==> config.mk <==
export PLATFORM = sky130hd
export DESIGN_NAME = sha1_stream_hasher
export DESIGN_NICKNAME = d
export VERILOG_FILES = /design/src/hdl/sha1sh_pkg.sv /design/src/hdl/sha1sh_sched.sv /design/src/hdl/sha1sh_round.sv /design/src/hdl/sha1_stream_hasher.sv
export SDC_FILE = /design/constraint.sdc
export NUM_CORES = 2
export LEC_CHECK = 0
export BUFFER_PORTS_ARGS = -buffer_cell sky130_fd_sc_hd__buf_4
export CORE_ASPECT_RATIO = 1.2
export CORE_UTILIZATION = 45
export DETAILED_ROUTE_END_ITERATION = 12
export GPL_TIMING_DRIVEN = 0
export SLEW_MARGIN = 20
export SYNTH_ARGS = -nofsm -noshare
export SYNTH_HDL_FRONTEND = slang
export SYNTH_SLANG_ARGS = --single-unit
==> constraint.sdc <==
create_clock -name clk -period 14.6 [get_ports clk]
set_clock_uncertainty 0.2 [all_clocks]
set_input_delay 2.19 -clock clk [delete_from_list [all_inputs] [get_ports clk]]
set_output_delay 2.19 -clock clk [all_outputs]
set_load 0.03 [all_outputs]
==> src/hdl/sha1sh_pkg.sv <==
// shared types, constants and codes for the sha-1 stream hasher
`timescale 1ns / 1ps

package sha1sh_pkg;

    // item codes
    localparam logic MODE_ABSORB = 1'b0;
    localparam logic MODE_FINISH = 1'b1;

    localparam int BLOCK_BYTES = 64;
    localparam int NUM_ROUNDS  = 80;
    localparam int NUM_WORDS   = 5;

    localparam logic [5:0] FILL_LAST  = 6'd63;
    localparam logic [5:0] LEN_POS    = 6'd56;
    localparam logic [6:0] LAST_ROUND = 7'd79;
    localparam logic [2:0] LAST_INDEX = 3'd4;
    localparam logic [7:0] PAD_BYTE   = 8'h80;

    // round group boundaries
    localparam logic [6:0] ROUND_G1 = 7'd20;
    localparam logic [6:0] ROUND_G2 = 7'd40;
    localparam logic [6:0] ROUND_G3 = 7'd60;

    localparam logic [31:0] IV_0 = 32'h67452301;
    localparam logic [31:0] IV_1 = 32'hEFCDAB89;
    localparam logic [31:0] IV_2 = 32'h98BADCFE;
    localparam logic [31:0] IV_3 = 32'h10325476;
    localparam logic [31:0] IV_4 = 32'hC3D2E1F0;

    localparam logic [31:0] K_0 = 32'h5A827999;
    localparam logic [31:0] K_1 = 32'h6ED9EBA1;
    localparam logic [31:0] K_2 = 32'h8F1BBCDC;
    localparam logic [31:0] K_3 = 32'hCA62C1D6;

    typedef logic [4:0][31:0] chain_t;

    typedef enum logic [2:0] {
        ST_IDLE,
        ST_PAD,
        ST_ROUND,
        ST_FOLD,
        ST_EMIT
    } state_t;

    // commands from the sequencer to the datapath
    typedef struct packed {
        logic       push;
        logic [7:0] push_byte;
        logic       start;
        logic       do_round;
        logic [6:0] round_idx;
        logic       fold;
        logic       iv;
    } ctrl_t;

    typedef struct packed {
        logic       mode;
        logic [7:0] data_byte;
    } msg_t;

    typedef struct packed {
        logic [31:0] digest_word;
        logic [2:0]  word_index;
        logic        last_word;
    } digest_t;

endpackage

==> src/hdl/sha1sh_sched.sv <==
// message window: byte loading and the 16-word sha-1 schedule recurrence
`timescale 1ns / 1ps

module sha1sh_sched (
    input  logic                clk,
    input  sha1sh_pkg::ctrl_t   ctrl,
    output logic [31:0]         w_cur
);

    logic [511:0] window_reg;
    logic [511:0] window_next;
    logic [31:0]  mix;
    logic [31:0]  w_new;

    // window word i sits at [511-32*i -: 32]; word 0 is the current round word
    assign mix   = window_reg[95:64] ^ window_reg[255:224]
                 ^ window_reg[447:416] ^ window_reg[511:480];
    assign w_new = {mix[30:0], mix[31]};
    assign w_cur = window_reg[511:480];

    always_comb
    begin
        window_next = window_reg;
        if (ctrl.push)
        begin
            window_next = {window_reg[503:0], ctrl.push_byte};
        end
        else if (ctrl.do_round)
        begin
            window_next = {window_reg[479:0], w_new};
        end
    end

    always_ff @(posedge clk)
    begin
        window_reg <= window_next;
    end

endmodule

==> src/hdl/sha1sh_round.sv <==
// shared sha-1 round unit with working variables and chaining words
`timescale 1ns / 1ps

module sha1sh_round (
    input  logic                clk,
    input  logic                rst_n,
    input  sha1sh_pkg::ctrl_t   ctrl,
    input  logic [31:0]         w_cur,
    output sha1sh_pkg::chain_t  chain
);

    sha1sh_pkg::chain_t chain_reg;
    sha1sh_pkg::chain_t chain_next;
    logic [31:0] a_reg, b_reg, c_reg, d_reg, e_reg;
    logic [31:0] a_next, b_next, c_next, d_next, e_next;
    logic [31:0] f_val;
    logic [31:0] k_val;
    logic [31:0] t_val;

    always_comb
    begin
        if (ctrl.round_idx < sha1sh_pkg::ROUND_G1)
        begin
            f_val = (b_reg & c_reg) | (~b_reg & d_reg);
            k_val = sha1sh_pkg::K_0;
        end
        else if (ctrl.round_idx < sha1sh_pkg::ROUND_G2)
        begin
            f_val = b_reg ^ c_reg ^ d_reg;
            k_val = sha1sh_pkg::K_1;
        end
        else if (ctrl.round_idx < sha1sh_pkg::ROUND_G3)
        begin
            f_val = (b_reg & c_reg) | (b_reg & d_reg) | (c_reg & d_reg);
            k_val = sha1sh_pkg::K_2;
        end
        else
        begin
            f_val = b_reg ^ c_reg ^ d_reg;
            k_val = sha1sh_pkg::K_3;
        end
    end

    assign t_val = {a_reg[26:0], a_reg[31:27]} + f_val + e_reg + k_val + w_cur;

    always_comb
    begin
        a_next     = a_reg;
        b_next     = b_reg;
        c_next     = c_reg;
        d_next     = d_reg;
        e_next     = e_reg;
        chain_next = chain_reg;
        if (ctrl.start)
        begin
            a_next = chain_reg[0];
            b_next = chain_reg[1];
            c_next = chain_reg[2];
            d_next = chain_reg[3];
            e_next = chain_reg[4];
        end
        else if (ctrl.do_round)
        begin
            a_next = t_val;
            b_next = a_reg;
            c_next = {b_reg[1:0], b_reg[31:2]};
            d_next = c_reg;
            e_next = d_reg;
        end
        if (ctrl.fold)
        begin
            chain_next[0] = chain_reg[0] + a_reg;
            chain_next[1] = chain_reg[1] + b_reg;
            chain_next[2] = chain_reg[2] + c_reg;
            chain_next[3] = chain_reg[3] + d_reg;
            chain_next[4] = chain_reg[4] + e_reg;
        end
        else if (ctrl.iv)
        begin
            chain_next = {sha1sh_pkg::IV_4, sha1sh_pkg::IV_3, sha1sh_pkg::IV_2,
                          sha1sh_pkg::IV_1, sha1sh_pkg::IV_0};
        end
    end

    always_ff @(posedge clk or negedge rst_n)
    begin
        if (!rst_n)
        begin
            chain_reg <= {sha1sh_pkg::IV_4, sha1sh_pkg::IV_3, sha1sh_pkg::IV_2,
                          sha1sh_pkg::IV_1, sha1sh_pkg::IV_0};
        end
        else
        begin
            chain_reg <= chain_next;
        end
    end

    always_ff @(posedge clk)
    begin
        a_reg <= a_next;
        b_reg <= b_next;
        c_reg <= c_next;
        d_reg <= d_next;
        e_reg <= e_next;
    end

    assign chain = chain_reg;

endmodule

==> src/hdl/sha1_stream_hasher.sv <==
// top level: byte-stream sha-1 hasher with padding sequencer and digest output
// blocks: a data byte is taken while idle; the byte that fills a block starts the
//   rounds on the shared round unit, then its working variables fold into the chaining words
// finish: pad and length bytes, one or two compressions, then five digest words,
//   one per accepted cycle; msg_ready stays low until the last
// reset: rst_n (async, active low) loads the initial vector and clears fill, bit
//   count and sequencer state; the message window needs no reset
`timescale 1ns / 1ps

module sha1_stream_hasher (
    input  logic                   clk,
    input  logic                   rst_n,
    input  logic                   msg_valid,
    output logic                   msg_ready,
    input  sha1sh_pkg::msg_t       msg,
    output logic                   digest_valid,
    input  logic                   digest_ready,
    output sha1sh_pkg::digest_t    digest
);

    sha1sh_pkg::state_t state_reg, state_next;
    sha1sh_pkg::ctrl_t  ctrl;
    sha1sh_pkg::chain_t chain;

    logic [5:0]  fill_reg, fill_next;       // bytes held in the current block
    logic [63:0] bitcnt_reg, bitcnt_next;   // message length in bits, wraps
    logic [6:0]  round_reg, round_next;
    logic [2:0]  idx_reg, idx_next;         // digest word being handed out
    logic        fin_reg, fin_next;         // finish request in progress
    logic        first_reg, first_next;     // next pad byte is the 0x80 marker
    logic        len_reg, len_next;         // length bytes have started
    logic        do_push;
    logic [7:0]  push_val;
    logic [63:0] len_shift;
    logic [31:0] w_cur;
    logic [31:0] word_sel;

    // length bytes go out most significant first at block offsets 56..63
    assign len_shift = bitcnt_reg << {fill_reg[2:0], 3'b000};

    assign msg_ready    = (state_reg == sha1sh_pkg::ST_IDLE);
    assign digest_valid = (state_reg == sha1sh_pkg::ST_EMIT);

    always_comb
    begin
        unique case (idx_reg)
            3'd0:    word_sel = chain[0];
            3'd1:    word_sel = chain[1];
            3'd2:    word_sel = chain[2];
            3'd3:    word_sel = chain[3];
            default: word_sel = chain[4];
        endcase
    end

    assign digest.digest_word = word_sel;
    assign digest.word_index  = idx_reg;
    assign digest.last_word   = (idx_reg == sha1sh_pkg::LAST_INDEX);

    // sequencer
    always_comb
    begin
        state_next  = state_reg;
        fill_next   = fill_reg;
        bitcnt_next = bitcnt_reg;
        round_next  = round_reg;
        idx_next    = idx_reg;
        fin_next    = fin_reg;
        first_next  = first_reg;
        len_next    = len_reg;
        do_push     = 1'b0;
        push_val    = 8'h00;
        ctrl        = '0;
        ctrl.round_idx = round_reg;

        unique case (state_reg)
            sha1sh_pkg::ST_IDLE:
            begin
                if (msg_valid)
                begin
                    if (msg.mode == sha1sh_pkg::MODE_FINISH)
                    begin
                        fin_next   = 1'b1;
                        first_next = 1'b1;
                        state_next = sha1sh_pkg::ST_PAD;
                    end
                    else
                    begin
                        do_push     = 1'b1;
                        push_val    = msg.data_byte;
                        bitcnt_next = bitcnt_reg + 64'd8;
                    end
                end
            end
            sha1sh_pkg::ST_PAD:
            begin
                do_push = 1'b1;
                if (first_reg)
                begin
                    push_val   = sha1sh_pkg::PAD_BYTE;
                    first_next = 1'b0;
                end
                else if (len_reg || (fill_reg == sha1sh_pkg::LEN_POS))
                begin
                    push_val = len_shift[63:56];
                    len_next = 1'b1;
                end
            end
            sha1sh_pkg::ST_ROUND:
            begin
                ctrl.do_round = 1'b1;
                round_next    = round_reg + 7'd1;
                if (round_reg == sha1sh_pkg::LAST_ROUND)
                begin
                    state_next = sha1sh_pkg::ST_FOLD;
                end
            end
            sha1sh_pkg::ST_FOLD:
            begin
                ctrl.fold = 1'b1;
                if (fin_reg && len_reg)
                begin
                    state_next = sha1sh_pkg::ST_EMIT;
                end
                else if (fin_reg)
                begin
                    state_next = sha1sh_pkg::ST_PAD;
                end
                else
                begin
                    state_next = sha1sh_pkg::ST_IDLE;
                end
            end
            sha1sh_pkg::ST_EMIT:
            begin
                if (digest_ready)
                begin
                    if (idx_reg == sha1sh_pkg::LAST_INDEX)
                    begin
                        // back to a fresh message
                        ctrl.iv     = 1'b1;
                        idx_next    = 3'd0;
                        bitcnt_next = 64'd0;
                        fin_next    = 1'b0;
                        len_next    = 1'b0;
                        state_next  = sha1sh_pkg::ST_IDLE;
                    end
                    else
                    begin
                        idx_next = idx_reg + 3'd1;
                    end
                end
            end
            default:
            begin
                state_next = sha1sh_pkg::ST_IDLE;
            end
        endcase

        // byte push shared by data and padding; a full block starts the rounds
        if (do_push)
        begin
            ctrl.push      = 1'b1;
            ctrl.push_byte = push_val;
            if (fill_reg == sha1sh_pkg::FILL_LAST)
            begin
                fill_next  = 6'd0;
                ctrl.start = 1'b1;
                round_next = 7'd0;
                state_next = sha1sh_pkg::ST_ROUND;
            end
            else
            begin
                fill_next = fill_reg + 6'd1;
            end
        end
    end

    always_ff @(posedge clk or negedge rst_n)
    begin
        if (!rst_n)
        begin
            state_reg  <= sha1sh_pkg::ST_IDLE;
            fill_reg   <= 6'd0;
            bitcnt_reg <= 64'd0;
            round_reg  <= 7'd0;
            idx_reg    <= 3'd0;
            fin_reg    <= 1'b0;
            first_reg  <= 1'b0;
            len_reg    <= 1'b0;
        end
        else
        begin
            state_reg  <= state_next;
            fill_reg   <= fill_next;
            bitcnt_reg <= bitcnt_next;
            round_reg  <= round_next;
            idx_reg    <= idx_next;
            fin_reg    <= fin_next;
            first_reg  <= first_next;
            len_reg    <= len_next;
        end
    end

    sha1sh_sched u_sched (
        .clk   (clk),
        .ctrl  (ctrl),
        .w_cur (w_cur)
    );

    sha1sh_round u_round (
        .clk   (clk),
        .rst_n (rst_n),
        .ctrl  (ctrl),
        .w_cur (w_cur),
        .chain (chain)
    );

    // digest only goes out once the final block has been folded
    a_emit_empty_block: assert property (@(posedge clk) disable iff (!rst_n)
        digest_valid |-> (fill_reg == 6'd0) && fin_reg && len_reg)
        else $error("digest handed out with a partial block");

    a_round_bound: assert property (@(posedge clk) disable iff (!rst_n)
        (state_reg == sha1sh_pkg::ST_ROUND) |-> (round_reg <= sha1sh_pkg::LAST_ROUND))
        else $error("round counter overran");

    a_last_word_idle: assert property (@(posedge clk) disable iff (!rst_n)
        digest_valid && digest_ready && digest.last_word |=> msg_ready && (bitcnt_reg == 64'd0))
        else $error("hasher not reset after final digest word");

    a_index_range: assert property (@(posedge clk) disable iff (!rst_n)
        digest_valid |-> (idx_reg <= sha1sh_pkg::LAST_INDEX))
        else $error("digest word index out of range");

    a_full_block_rounds: assert property (@(posedge clk) disable iff (!rst_n)
        ctrl.push && (fill_reg == sha1sh_pkg::FILL_LAST) |=>
            (state_reg == sha1sh_pkg::ST_ROUND) && (round_reg == 7'd0))
        else $error("full block did not start compression");

endmodule
Word-level counts from Yosys, hierarchy flattened:

Index checks and enable logic that the tools add are counted.

* magnitude comparators: 3
* bitwise gates (word level): 13
* shift operators: 1
* muxes and demuxes: 65
* add/subtract/negate cells: 13
* equality and inequality tests: 18
* reduce and logical (&&, ||, !) cells: 15

Operators with widths (number)
* $mux 512: 2
* $mux 32: 15
* $mux 160: 2
* $add 32x32->32: 9
* $mux 64: 4
* $xor 32x32->32: 5
* $and 32x32->32: 4
* $pmux 32 s4: 1
* $pmux 64 s2: 1
* $or 32x32->32: 3
* $add 64x4->64 const B: 1
* $shl 64x6->64: 1
* $mux 8: 4
* $not 32->32: 1
* $mux 31: 1
* $mux 3: 9
* $mux 7: 3
* $pmux 8 s2: 1
* $mux 1: 15
* $pmux 3 s5: 1
* $reduce_and 5->1: 3
* $lt 7x6->1 const B: 2
* $eq 3x2->1 const B: 4
* $eq 6x6->1 const B: 2
* 18 further kinds: 34

* register bits after elaboration: 918
* input bits: 13
* output and inout bits: 38
* word-level logic and storage cells: 147

Logic depth before layout (Yosys ltp):

* word-level depth: 12
* gate-level depth with buffers: 27
* depth with buffers taken out: 25

Hierarchy:

Synthesis repeated with hierarchy kept, for this count alone.

* cells, all modules: 4472
* area total of the unflattened synthesis: 54193.2 um^2

By module, submodules not included
* sha1sh_round: instances 1, sequential area each 8908.5 um^2, area an instance 25089.1 um^2, cells an instance 2547
* sha1sh_sched: instances 1, sequential area each 15374.7 um^2, area an instance 23251.0 um^2, cells an instance 1246
* sha1_stream_hasher: instances 1, sequential area each 2077.0 um^2, area an instance 5853.1 um^2, cells an instance 679

Worst setup path before layout:

No wires, ideal clock.

* kind: in2reg
* start: input msg_valid
* end: register u_sched.window_reg[0], enable pin
* data required time: 10.715 ns
* buffers on the path: 2
* library setup time: 3.685 ns
* data arrival time: 11.386 ns
* cell stages on the path: 5
* path slack: -0.671 ns
* cells stage by stage: nor2b_1 > o21ai_0 > clkbuf_1 > clkbuf_1 > nand2_1

* word-level cells in the longest chain between the ends: 4

Ends and longest elaborated chain
* from (decl): line sha1_stream_hasher.sv:13 `input logic msg_valid,`
* $mux 1: line sha1_stream_hasher.sv:78 `if (msg_valid)`
* $pmux 1 s2: line sha1_stream_hasher.sv:75 `unique case (state_reg)`
* $mux 10: line sha1_stream_hasher.sv:160 `if (do_push)`
* $reduce_bool 2->1 (no line)
* to (signal assigned): line sha1sh_sched.sv:36 `window_reg <= window_next;`
* to (decl): line sha1sh_sched.sv:10 `logic [511:0] window_reg;`

Every way passes these cells.
A chain may end at the register's enable or synchronous reset.

Worst setup path after layout:

* start: register round_reg[5]
* end: register u_round.a_reg[29] (data pin)

* word-level cells in the longest chain between the ends: 10
* elaborated cells between the ends (all ways): 15
* classes of those cells: 4 x add/sub; 3 x order compare; 8 x mux

Ends and longest elaborated chain
* from (decl): line sha1_stream_hasher.sv:27 `logic [6:0] round_reg, round_next;`
* from (signal assigned): line sha1_stream_hasher.sv:196 `round_reg <= round_next;`
* $lt 7x6->1: line sha1sh_round.sv:32 `else if (ctrl.round_idx < sha1sh_pkg::ROUND_G3)`
* $mux 32: line sha1sh_round.sv:32
* $mux 32: line sha1sh_round.sv:27 `else if (ctrl.round_idx < sha1sh_pkg::ROUND_G2)`
* $mux 32: line sha1sh_round.sv:22 `if (ctrl.round_idx < sha1sh_pkg::ROUND_G1)`
* $add 32x32->32 (2 in a row): line sha1sh_round.sv:44 `assign t_val = {a_reg[26:0], a_reg[31:27]} + f_val + e_reg + k_val + w_cur;`
* $add 32x32->32 (*) (2 in a row): line sha1sh_round.sv:44
* $mux 32 (*): line sha1sh_round.sv:62 `else if (ctrl.do_round)`
* $mux 32 (*): line sha1sh_round.sv:54 `if (ctrl.start)`
* via u_round.a_next[29]: line sha1sh_round.sv:15 `logic [31:0] a_next, b_next, c_next, d_next, e_next;`
* to (signal assigned): line sha1sh_round.sv:100 `a_reg <= a_next;`
* to (decl): line sha1sh_round.sv:14 `logic [31:0] a_reg, b_reg, c_reg, d_reg, e_reg;`

Mark *: on every way through the listed nets, which the timed path passes. The rest lies on a longest branch. The select of a mux whose other input is x is not followed.

==> run_summary.xml <==
<?xml version="1.0" encoding="UTF-8"?>
<metrics>
  <group name="synthesis">
    <metric name="syn-instance-count" unit="">5575</metric>
    <metric name="syn_avg_cell_area" unit="um^2">9.50</metric>
    <metric name="synth.yosys.warnings" unit="">0</metric>
    <metric name="synth_edf_count" unit="">672</metric>
    <metric name="synth_area" unit="um^2">52900</metric>
    <metric name="postSynthRegisterBits" unit="">915</metric>
    <metric name="seq_area_frac_synth" unit="">0.498</metric>
    <metric name="dominantRegCellSynth" unit="">sky130_fd_sc_hd__edfxtp_1</metric>
    <metric name="yosys-top-cells-area" unit="">sky130_fd_sc_hd__edfxtp_1, sky130_fd_sc_hd__nand2_1, sky130_fd_sc_hd__dfrtp_1</metric>
    <metric name="synth_top_area_share" unit="">0.381</metric>
    <metric name="yosys.cell_count.top_type" unit="">sky130_fd_sc_hd__nand2_1</metric>
    <metric name="synthDominantAreaCellType" unit="">sky130_fd_sc_hd__edfxtp_1</metric>
    <metric name="post_synth_most_frequent_cells" unit="">sky130_fd_sc_hd__nand2_1, sky130_fd_sc_hd__edfxtp_1, sky130_fd_sc_hd__nor2_1, sky130_fd_sc_hd__o21ai_0, sky130_fd_sc_hd__clkbuf_1</metric>
    <metric name="synthArstFlopShare" unit="">0.266</metric>
    <metric name="nets_in_the_synthesized_netlist" unit="">5916</metric>
    <metric name="yosys.cell_types.count" unit="">92</metric>
  </group>
  <group name="cells_and_area">
    <metric name="fin_area" unit="um^2">59100</metric>
    <metric name="largest_reg_flops" unit="">512</metric>
    <metric name="layout-drive-gt1-share" unit="">0.0667</metric>
    <metric name="design.final.nets" unit="">6083</metric>
    <metric name="area.sequential" unit="um^2">26400</metric>
    <metric name="area_growth_syn_to_layout" unit="%">11.6</metric>
    <metric name="multi_input_comb_area" unit="um^2">24800</metric>
    <metric name="nFillCells" unit="">10800</metric>
  </group>
  <group name="critical_path">
    <metric name="critical_path.reg2reg.endpoint" unit="">u_round.a_reg[29]</metric>
    <metric name="cp_top_family" unit="">simple AND/OR/NAND/NOR gates</metric>
    <metric name="slowest_delay" unit="ns">0.85</metric>
    <metric name="worstPathArrival" unit="ns">9.51</metric>
    <metric name="path_cells" unit="">nand4_1 -&gt; nor2b_1 -&gt; clkbuf_1 -&gt; nand2_1 -&gt; inv_2 -&gt; nor2_1 -&gt; clkbuf_1 -&gt; a221oi_1 -&gt; fa_1 -&gt; inv_1 -&gt; fa_1 -&gt; inv_1 -&gt; fa_1 -&gt; fa_1 -&gt; nor2b_1 -&gt; o21ai_0 -&gt; a2111oi_0 -&gt; nor2_1 -&gt; a211oi_1 -&gt; a211oi_1 -&gt; o41ai_1 -&gt; o211ai_1 -&gt; nor3_1 -&gt; a211oi_1</metric>
    <metric name="r2r-start" unit="">round_reg[5]</metric>
    <metric name="crit_required" unit="ns">14.83</metric>
    <metric name="criticalPathCategory" unit="">reg -&gt; reg</metric>
    <metric name="worst_path_most_repeated_cell" unit="">sky130_fd_sc_hd__fa_1</metric>
    <metric name="timing.reg2reg.worst_path_depth" unit="">24</metric>
    <metric name="reg2reg_slack" unit="ns">5.32</metric>
    <metric name="critical_path_peak_fanout" unit="">10</metric>
    <metric name="worstSetupEndpointType" unit="">register</metric>
    <metric name="crit_path_top_delay_cell" unit="">sky130_fd_sc_hd__clkbuf_1</metric>
    <metric name="crit_buf_inv" unit="">5</metric>
    <metric name="cp-start-kind" unit="">register</metric>
  </group>
  <group name="clocking">
    <metric name="max-clock-path-buffers" unit="">3</metric>
    <metric name="insertion_delay" unit="ns">0.72</metric>
    <metric name="htree_num_levels" unit="">3</metric>
    <metric name="clk_pin_slew_worst_paths" unit="ns">0.06</metric>
    <metric name="clkSinkCount" unit="">915</metric>
    <metric name="clock_buffers_created_by_tritoncts" unit="">100</metric>
    <metric name="cts_setup_buffers" unit="">0</metric>
    <metric name="cts_resized" unit="">0</metric>
    <metric name="clock-root-buffer" unit="">sky130_fd_sc_hd__clkbuf_16</metric>
    <metric name="cts_tree" unit="">built</metric>
    <metric name="hold_buffers" unit="">0</metric>
  </group>
  <group name="grt">
    <metric name="overflow" unit="">0</metric>
    <metric name="grtUsageTotal" unit="">0.303</metric>
    <metric name="grt_start_max_net_pins" unit="">92</metric>
    <metric name="grt_antenna_before_repair" unit="">1</metric>
    <metric name="first_pass_grt_wire_length" unit="mm">263</metric>
    <metric name="first_global_vias" unit="">41400</metric>
  </group>
  <group name="power_and_ir_drop">
    <metric name="power_leakage" unit="nW">26.0</metric>
    <metric name="ir_worst_vdd" unit="uV">232</metric>
    <metric name="powerDensity" unit="nW/um^2">277</metric>
    <metric name="total_power" unit="mW">16.4</metric>
  </group>
  <group name="hold_path">
    <metric name="hold_end" unit="">fill_reg[4]</metric>
    <metric name="min-delay-path-class" unit="">reg -&gt; reg</metric>
    <metric name="worst_hold_startpoint" unit="">fill_reg[4]</metric>
    <metric name="timing.hold.worst_path_depth" unit="">1</metric>
  </group>
  <group name="timing">
    <metric name="worst_slew_pin_slew" unit="ns">1.30</metric>
    <metric name="unrepaired_setup_endpoints_after_global_routing" unit="">false</metric>
    <metric name="final_max_slew_viol_count" unit="">0</metric>
    <metric name="final.setup.tns" unit="ns">0</metric>
    <metric name="final-hold-violation-count" unit="">0</metric>
    <metric name="fmax" unit="MHz">108</metric>
    <metric name="timing.final.ws_setup" unit="ns">5.32</metric>
    <metric name="finalSetupViolCount" unit="">0</metric>
    <metric name="finalWorstPathRequiredPeriod" unit="ns">9.28</metric>
    <metric name="max_slew_margin" unit="">0.134</metric>
    <metric name="tcrit_tclk_final" unit="">0.636</metric>
  </group>
  <group name="placed_design">
    <metric name="post-place-ws" unit="ns">5.65</metric>
    <metric name="place_congestion" unit="">0.989</metric>
    <metric name="buffer_ports.inserted" unit="">50</metric>
    <metric name="detailed_place_hpwl" unit="mm">140</metric>
    <metric name="post_dp_cell_area" unit="um^2">55600</metric>
  </group>
  <group name="detailed_routing">
    <metric name="post_drt_wl_per_cell" unit="um">24.4</metric>
    <metric name="ant_nets" unit="">0</metric>
    <metric name="drt_drc_violations_left" unit="">14</metric>
    <metric name="route.vias.total" unit="">41400</metric>
    <metric name="route.final.wire_length" unit="mm">180</metric>
    <metric name="first_iter_violations" unit="">3770</metric>
    <metric name="post_drt_via_cell_ratio" unit="">5.63</metric>
    <metric name="drt_first_pass_iters" unit="">9</metric>
  </group>
  <group name="floorplan">
    <metric name="die_w" unit="um">315</metric>
    <metric name="die_span_y" unit="um">378</metric>
    <metric name="floorplan.initialDensity" unit="">0.455</metric>
    <metric name="floorplan.die_area" unit="um^2">119000</metric>
    <metric name="fp.coreArea" unit="um^2">116000</metric>
    <metric name="io_pins" unit="">51</metric>
    <metric name="core.rowCount" unit="">137</metric>
  </group>
  <group name="run_status">
    <metric name="violations" unit="">DRC</metric>
    <metric name="result_of_the_run" unit="">finished with violations</metric>
  </group>
  <group name="job">
    <metric name="timing.max_cap.violations" unit="">0</metric>
  </group>
</metrics>
## worst register-to-register path: stages, from the launching register on
cell and delay (ns):
sky130_fd_sc_hd__dfrtp_1 0.45, sky130_fd_sc_hd__nand4_1 0.22, sky130_fd_sc_hd__nor2b_1 0.20, sky130_fd_sc_hd__clkbuf_1 0.29
sky130_fd_sc_hd__nand2_1 0.63, sky130_fd_sc_hd__inv_2 0.09, sky130_fd_sc_hd__nor2_1 0.80, sky130_fd_sc_hd__clkbuf_1 0.85
sky130_fd_sc_hd__a221oi_1 0.32, sky130_fd_sc_hd__fa_1 0.57, sky130_fd_sc_hd__inv_1 0.05, sky130_fd_sc_hd__fa_1 0.51
sky130_fd_sc_hd__inv_1 0.06, sky130_fd_sc_hd__fa_1 0.51, sky130_fd_sc_hd__fa_1 0.50, sky130_fd_sc_hd__nor2b_1 0.13
sky130_fd_sc_hd__o21ai_0 0.13, sky130_fd_sc_hd__a2111oi_0 0.48, sky130_fd_sc_hd__nor2_1 0.21, sky130_fd_sc_hd__a211oi_1 0.39
sky130_fd_sc_hd__a211oi_1 0.24, sky130_fd_sc_hd__o41ai_1 0.47, sky130_fd_sc_hd__o211ai_1 0.34, sky130_fd_sc_hd__nor3_1 0.28
sky130_fd_sc_hd__a211oi_1 0.10
## cells by family after synthesis
family / count (synthesis) / synth area share
DFF: 915 / 0.498
AOI/OAI and AO/OA: 933 / 0.113
and+or+nand+nor: 2550 / 0.194
muxes: 50 / 0.0126
xor gates and xnor gates: 324 / 0.0536
buffers and inverters: 475 / 0.0344
adders and majority gates: 328 / 0.0944
## area by class of cell
type                            count  share of cell area
Antenna cell                        2           0.0000847
Buffer                            249              0.0166
Clock buffer                      138              0.0489
Clock inverter                     50             0.00905
Inverter                          226              0.0144
Multi-Input combinational cell   4185               0.420
Sequential cell                   915               0.446
Tap cell                         1529              0.0324
Timing Repair Buffer               65              0.0123
## report_power, final
part | switching (mW) | total, mW | internal [mW]
combinational | 4.90 | 8.23 | 3.34
clock | 1.13 | 2.69 | 1.56
sequential | 1.02 | 5.45 | 4.43
## how the worst max path moves through the flow
stage / startpoint / to / cells past startpoint
after floorplan: msg_valid / u_sched.window_reg[0] / 5
after global placement: msg_valid / u_sched.window_reg[331] / 6
after detailed placement: round_reg[5] / u_round.a_reg[29] / 24
after CTS: round_reg[3] / u_round.a_reg[29] / 24
after global routing: round_reg[4] / u_round.a_reg[29] / 24
final: round_reg[5] / u_round.a_reg[29] / 24
## layout by cell type (no fill, tap or decap), types with 27 or more instances in the layout
| master | count |
|---|---|
| sky130_fd_sc_hd__dfrtp_1 | 163 |
| sky130_fd_sc_hd__o21ai_0 | 249 |
| sky130_fd_sc_hd__xor2_1 | 126 |
| sky130_fd_sc_hd__nand3_1 | 88 |
| sky130_fd_sc_hd__a22oi_1 | 72 |
| sky130_fd_sc_hd__clkbuf_1 | 247 |
| sky130_fd_sc_hd__xnor2_1 | 198 |
| sky130_fd_sc_hd__o21bai_1 | 27 |
| sky130_fd_sc_hd__buf_4 | 50 |
| sky130_fd_sc_hd__nand2_1 | 1968 |
| sky130_fd_sc_hd__edfxtp_1 | 672 |
| sky130_fd_sc_hd__ha_1 | 209 |
| sky130_fd_sc_hd__inv_1 | 223 |
| sky130_fd_sc_hd__and3_1 | 28 |
| sky130_fd_sc_hd__dfstp_2 | 80 |
| sky130_fd_sc_hd__nor3_1 | 60 |
| sky130_fd_sc_hd__a21o_1 | 111 |
| sky130_fd_sc_hd__a21oi_1 | 212 |
| sky130_fd_sc_hd__nor2_1 | 257 |
| sky130_fd_sc_hd__fa_1 | 119 |
| sky130_fd_sc_hd__a31oi_1 | 56 |
| sky130_fd_sc_hd__mux2i_1 | 34 |
| sky130_fd_sc_hd__clkbuf_16 | 103 |
## metal layers
metal | GRT usage | wire length (um) | vias up
met4 | 0.200 | 13100 | 2
met5 | 0 | 13 | -
met2 | 0.523 | 88500 | 1415
li1 | - | - | 19400
met1 | 0.353 | 67700 | 20200
met3 | 0.0365 | 10500 | 438
## metrics by stage
| step | std cells | hold WS [ns] | utilization |
|---|---|---|---|
| global placement | 7154 | 0.279 | 0.475 |
| floorplan | 5575 | 0.260 | - |
| detailed placement | 7168 | 0.299 | 0.478 |
| CTS | 7356 | 0.313 | 0.507 |
| finish | 7359 | 0.312 | 0.507 |
| global route | 7357 | 0.331 | 0.507 |
Note: power is estimated with default switching activity, not from simulation.
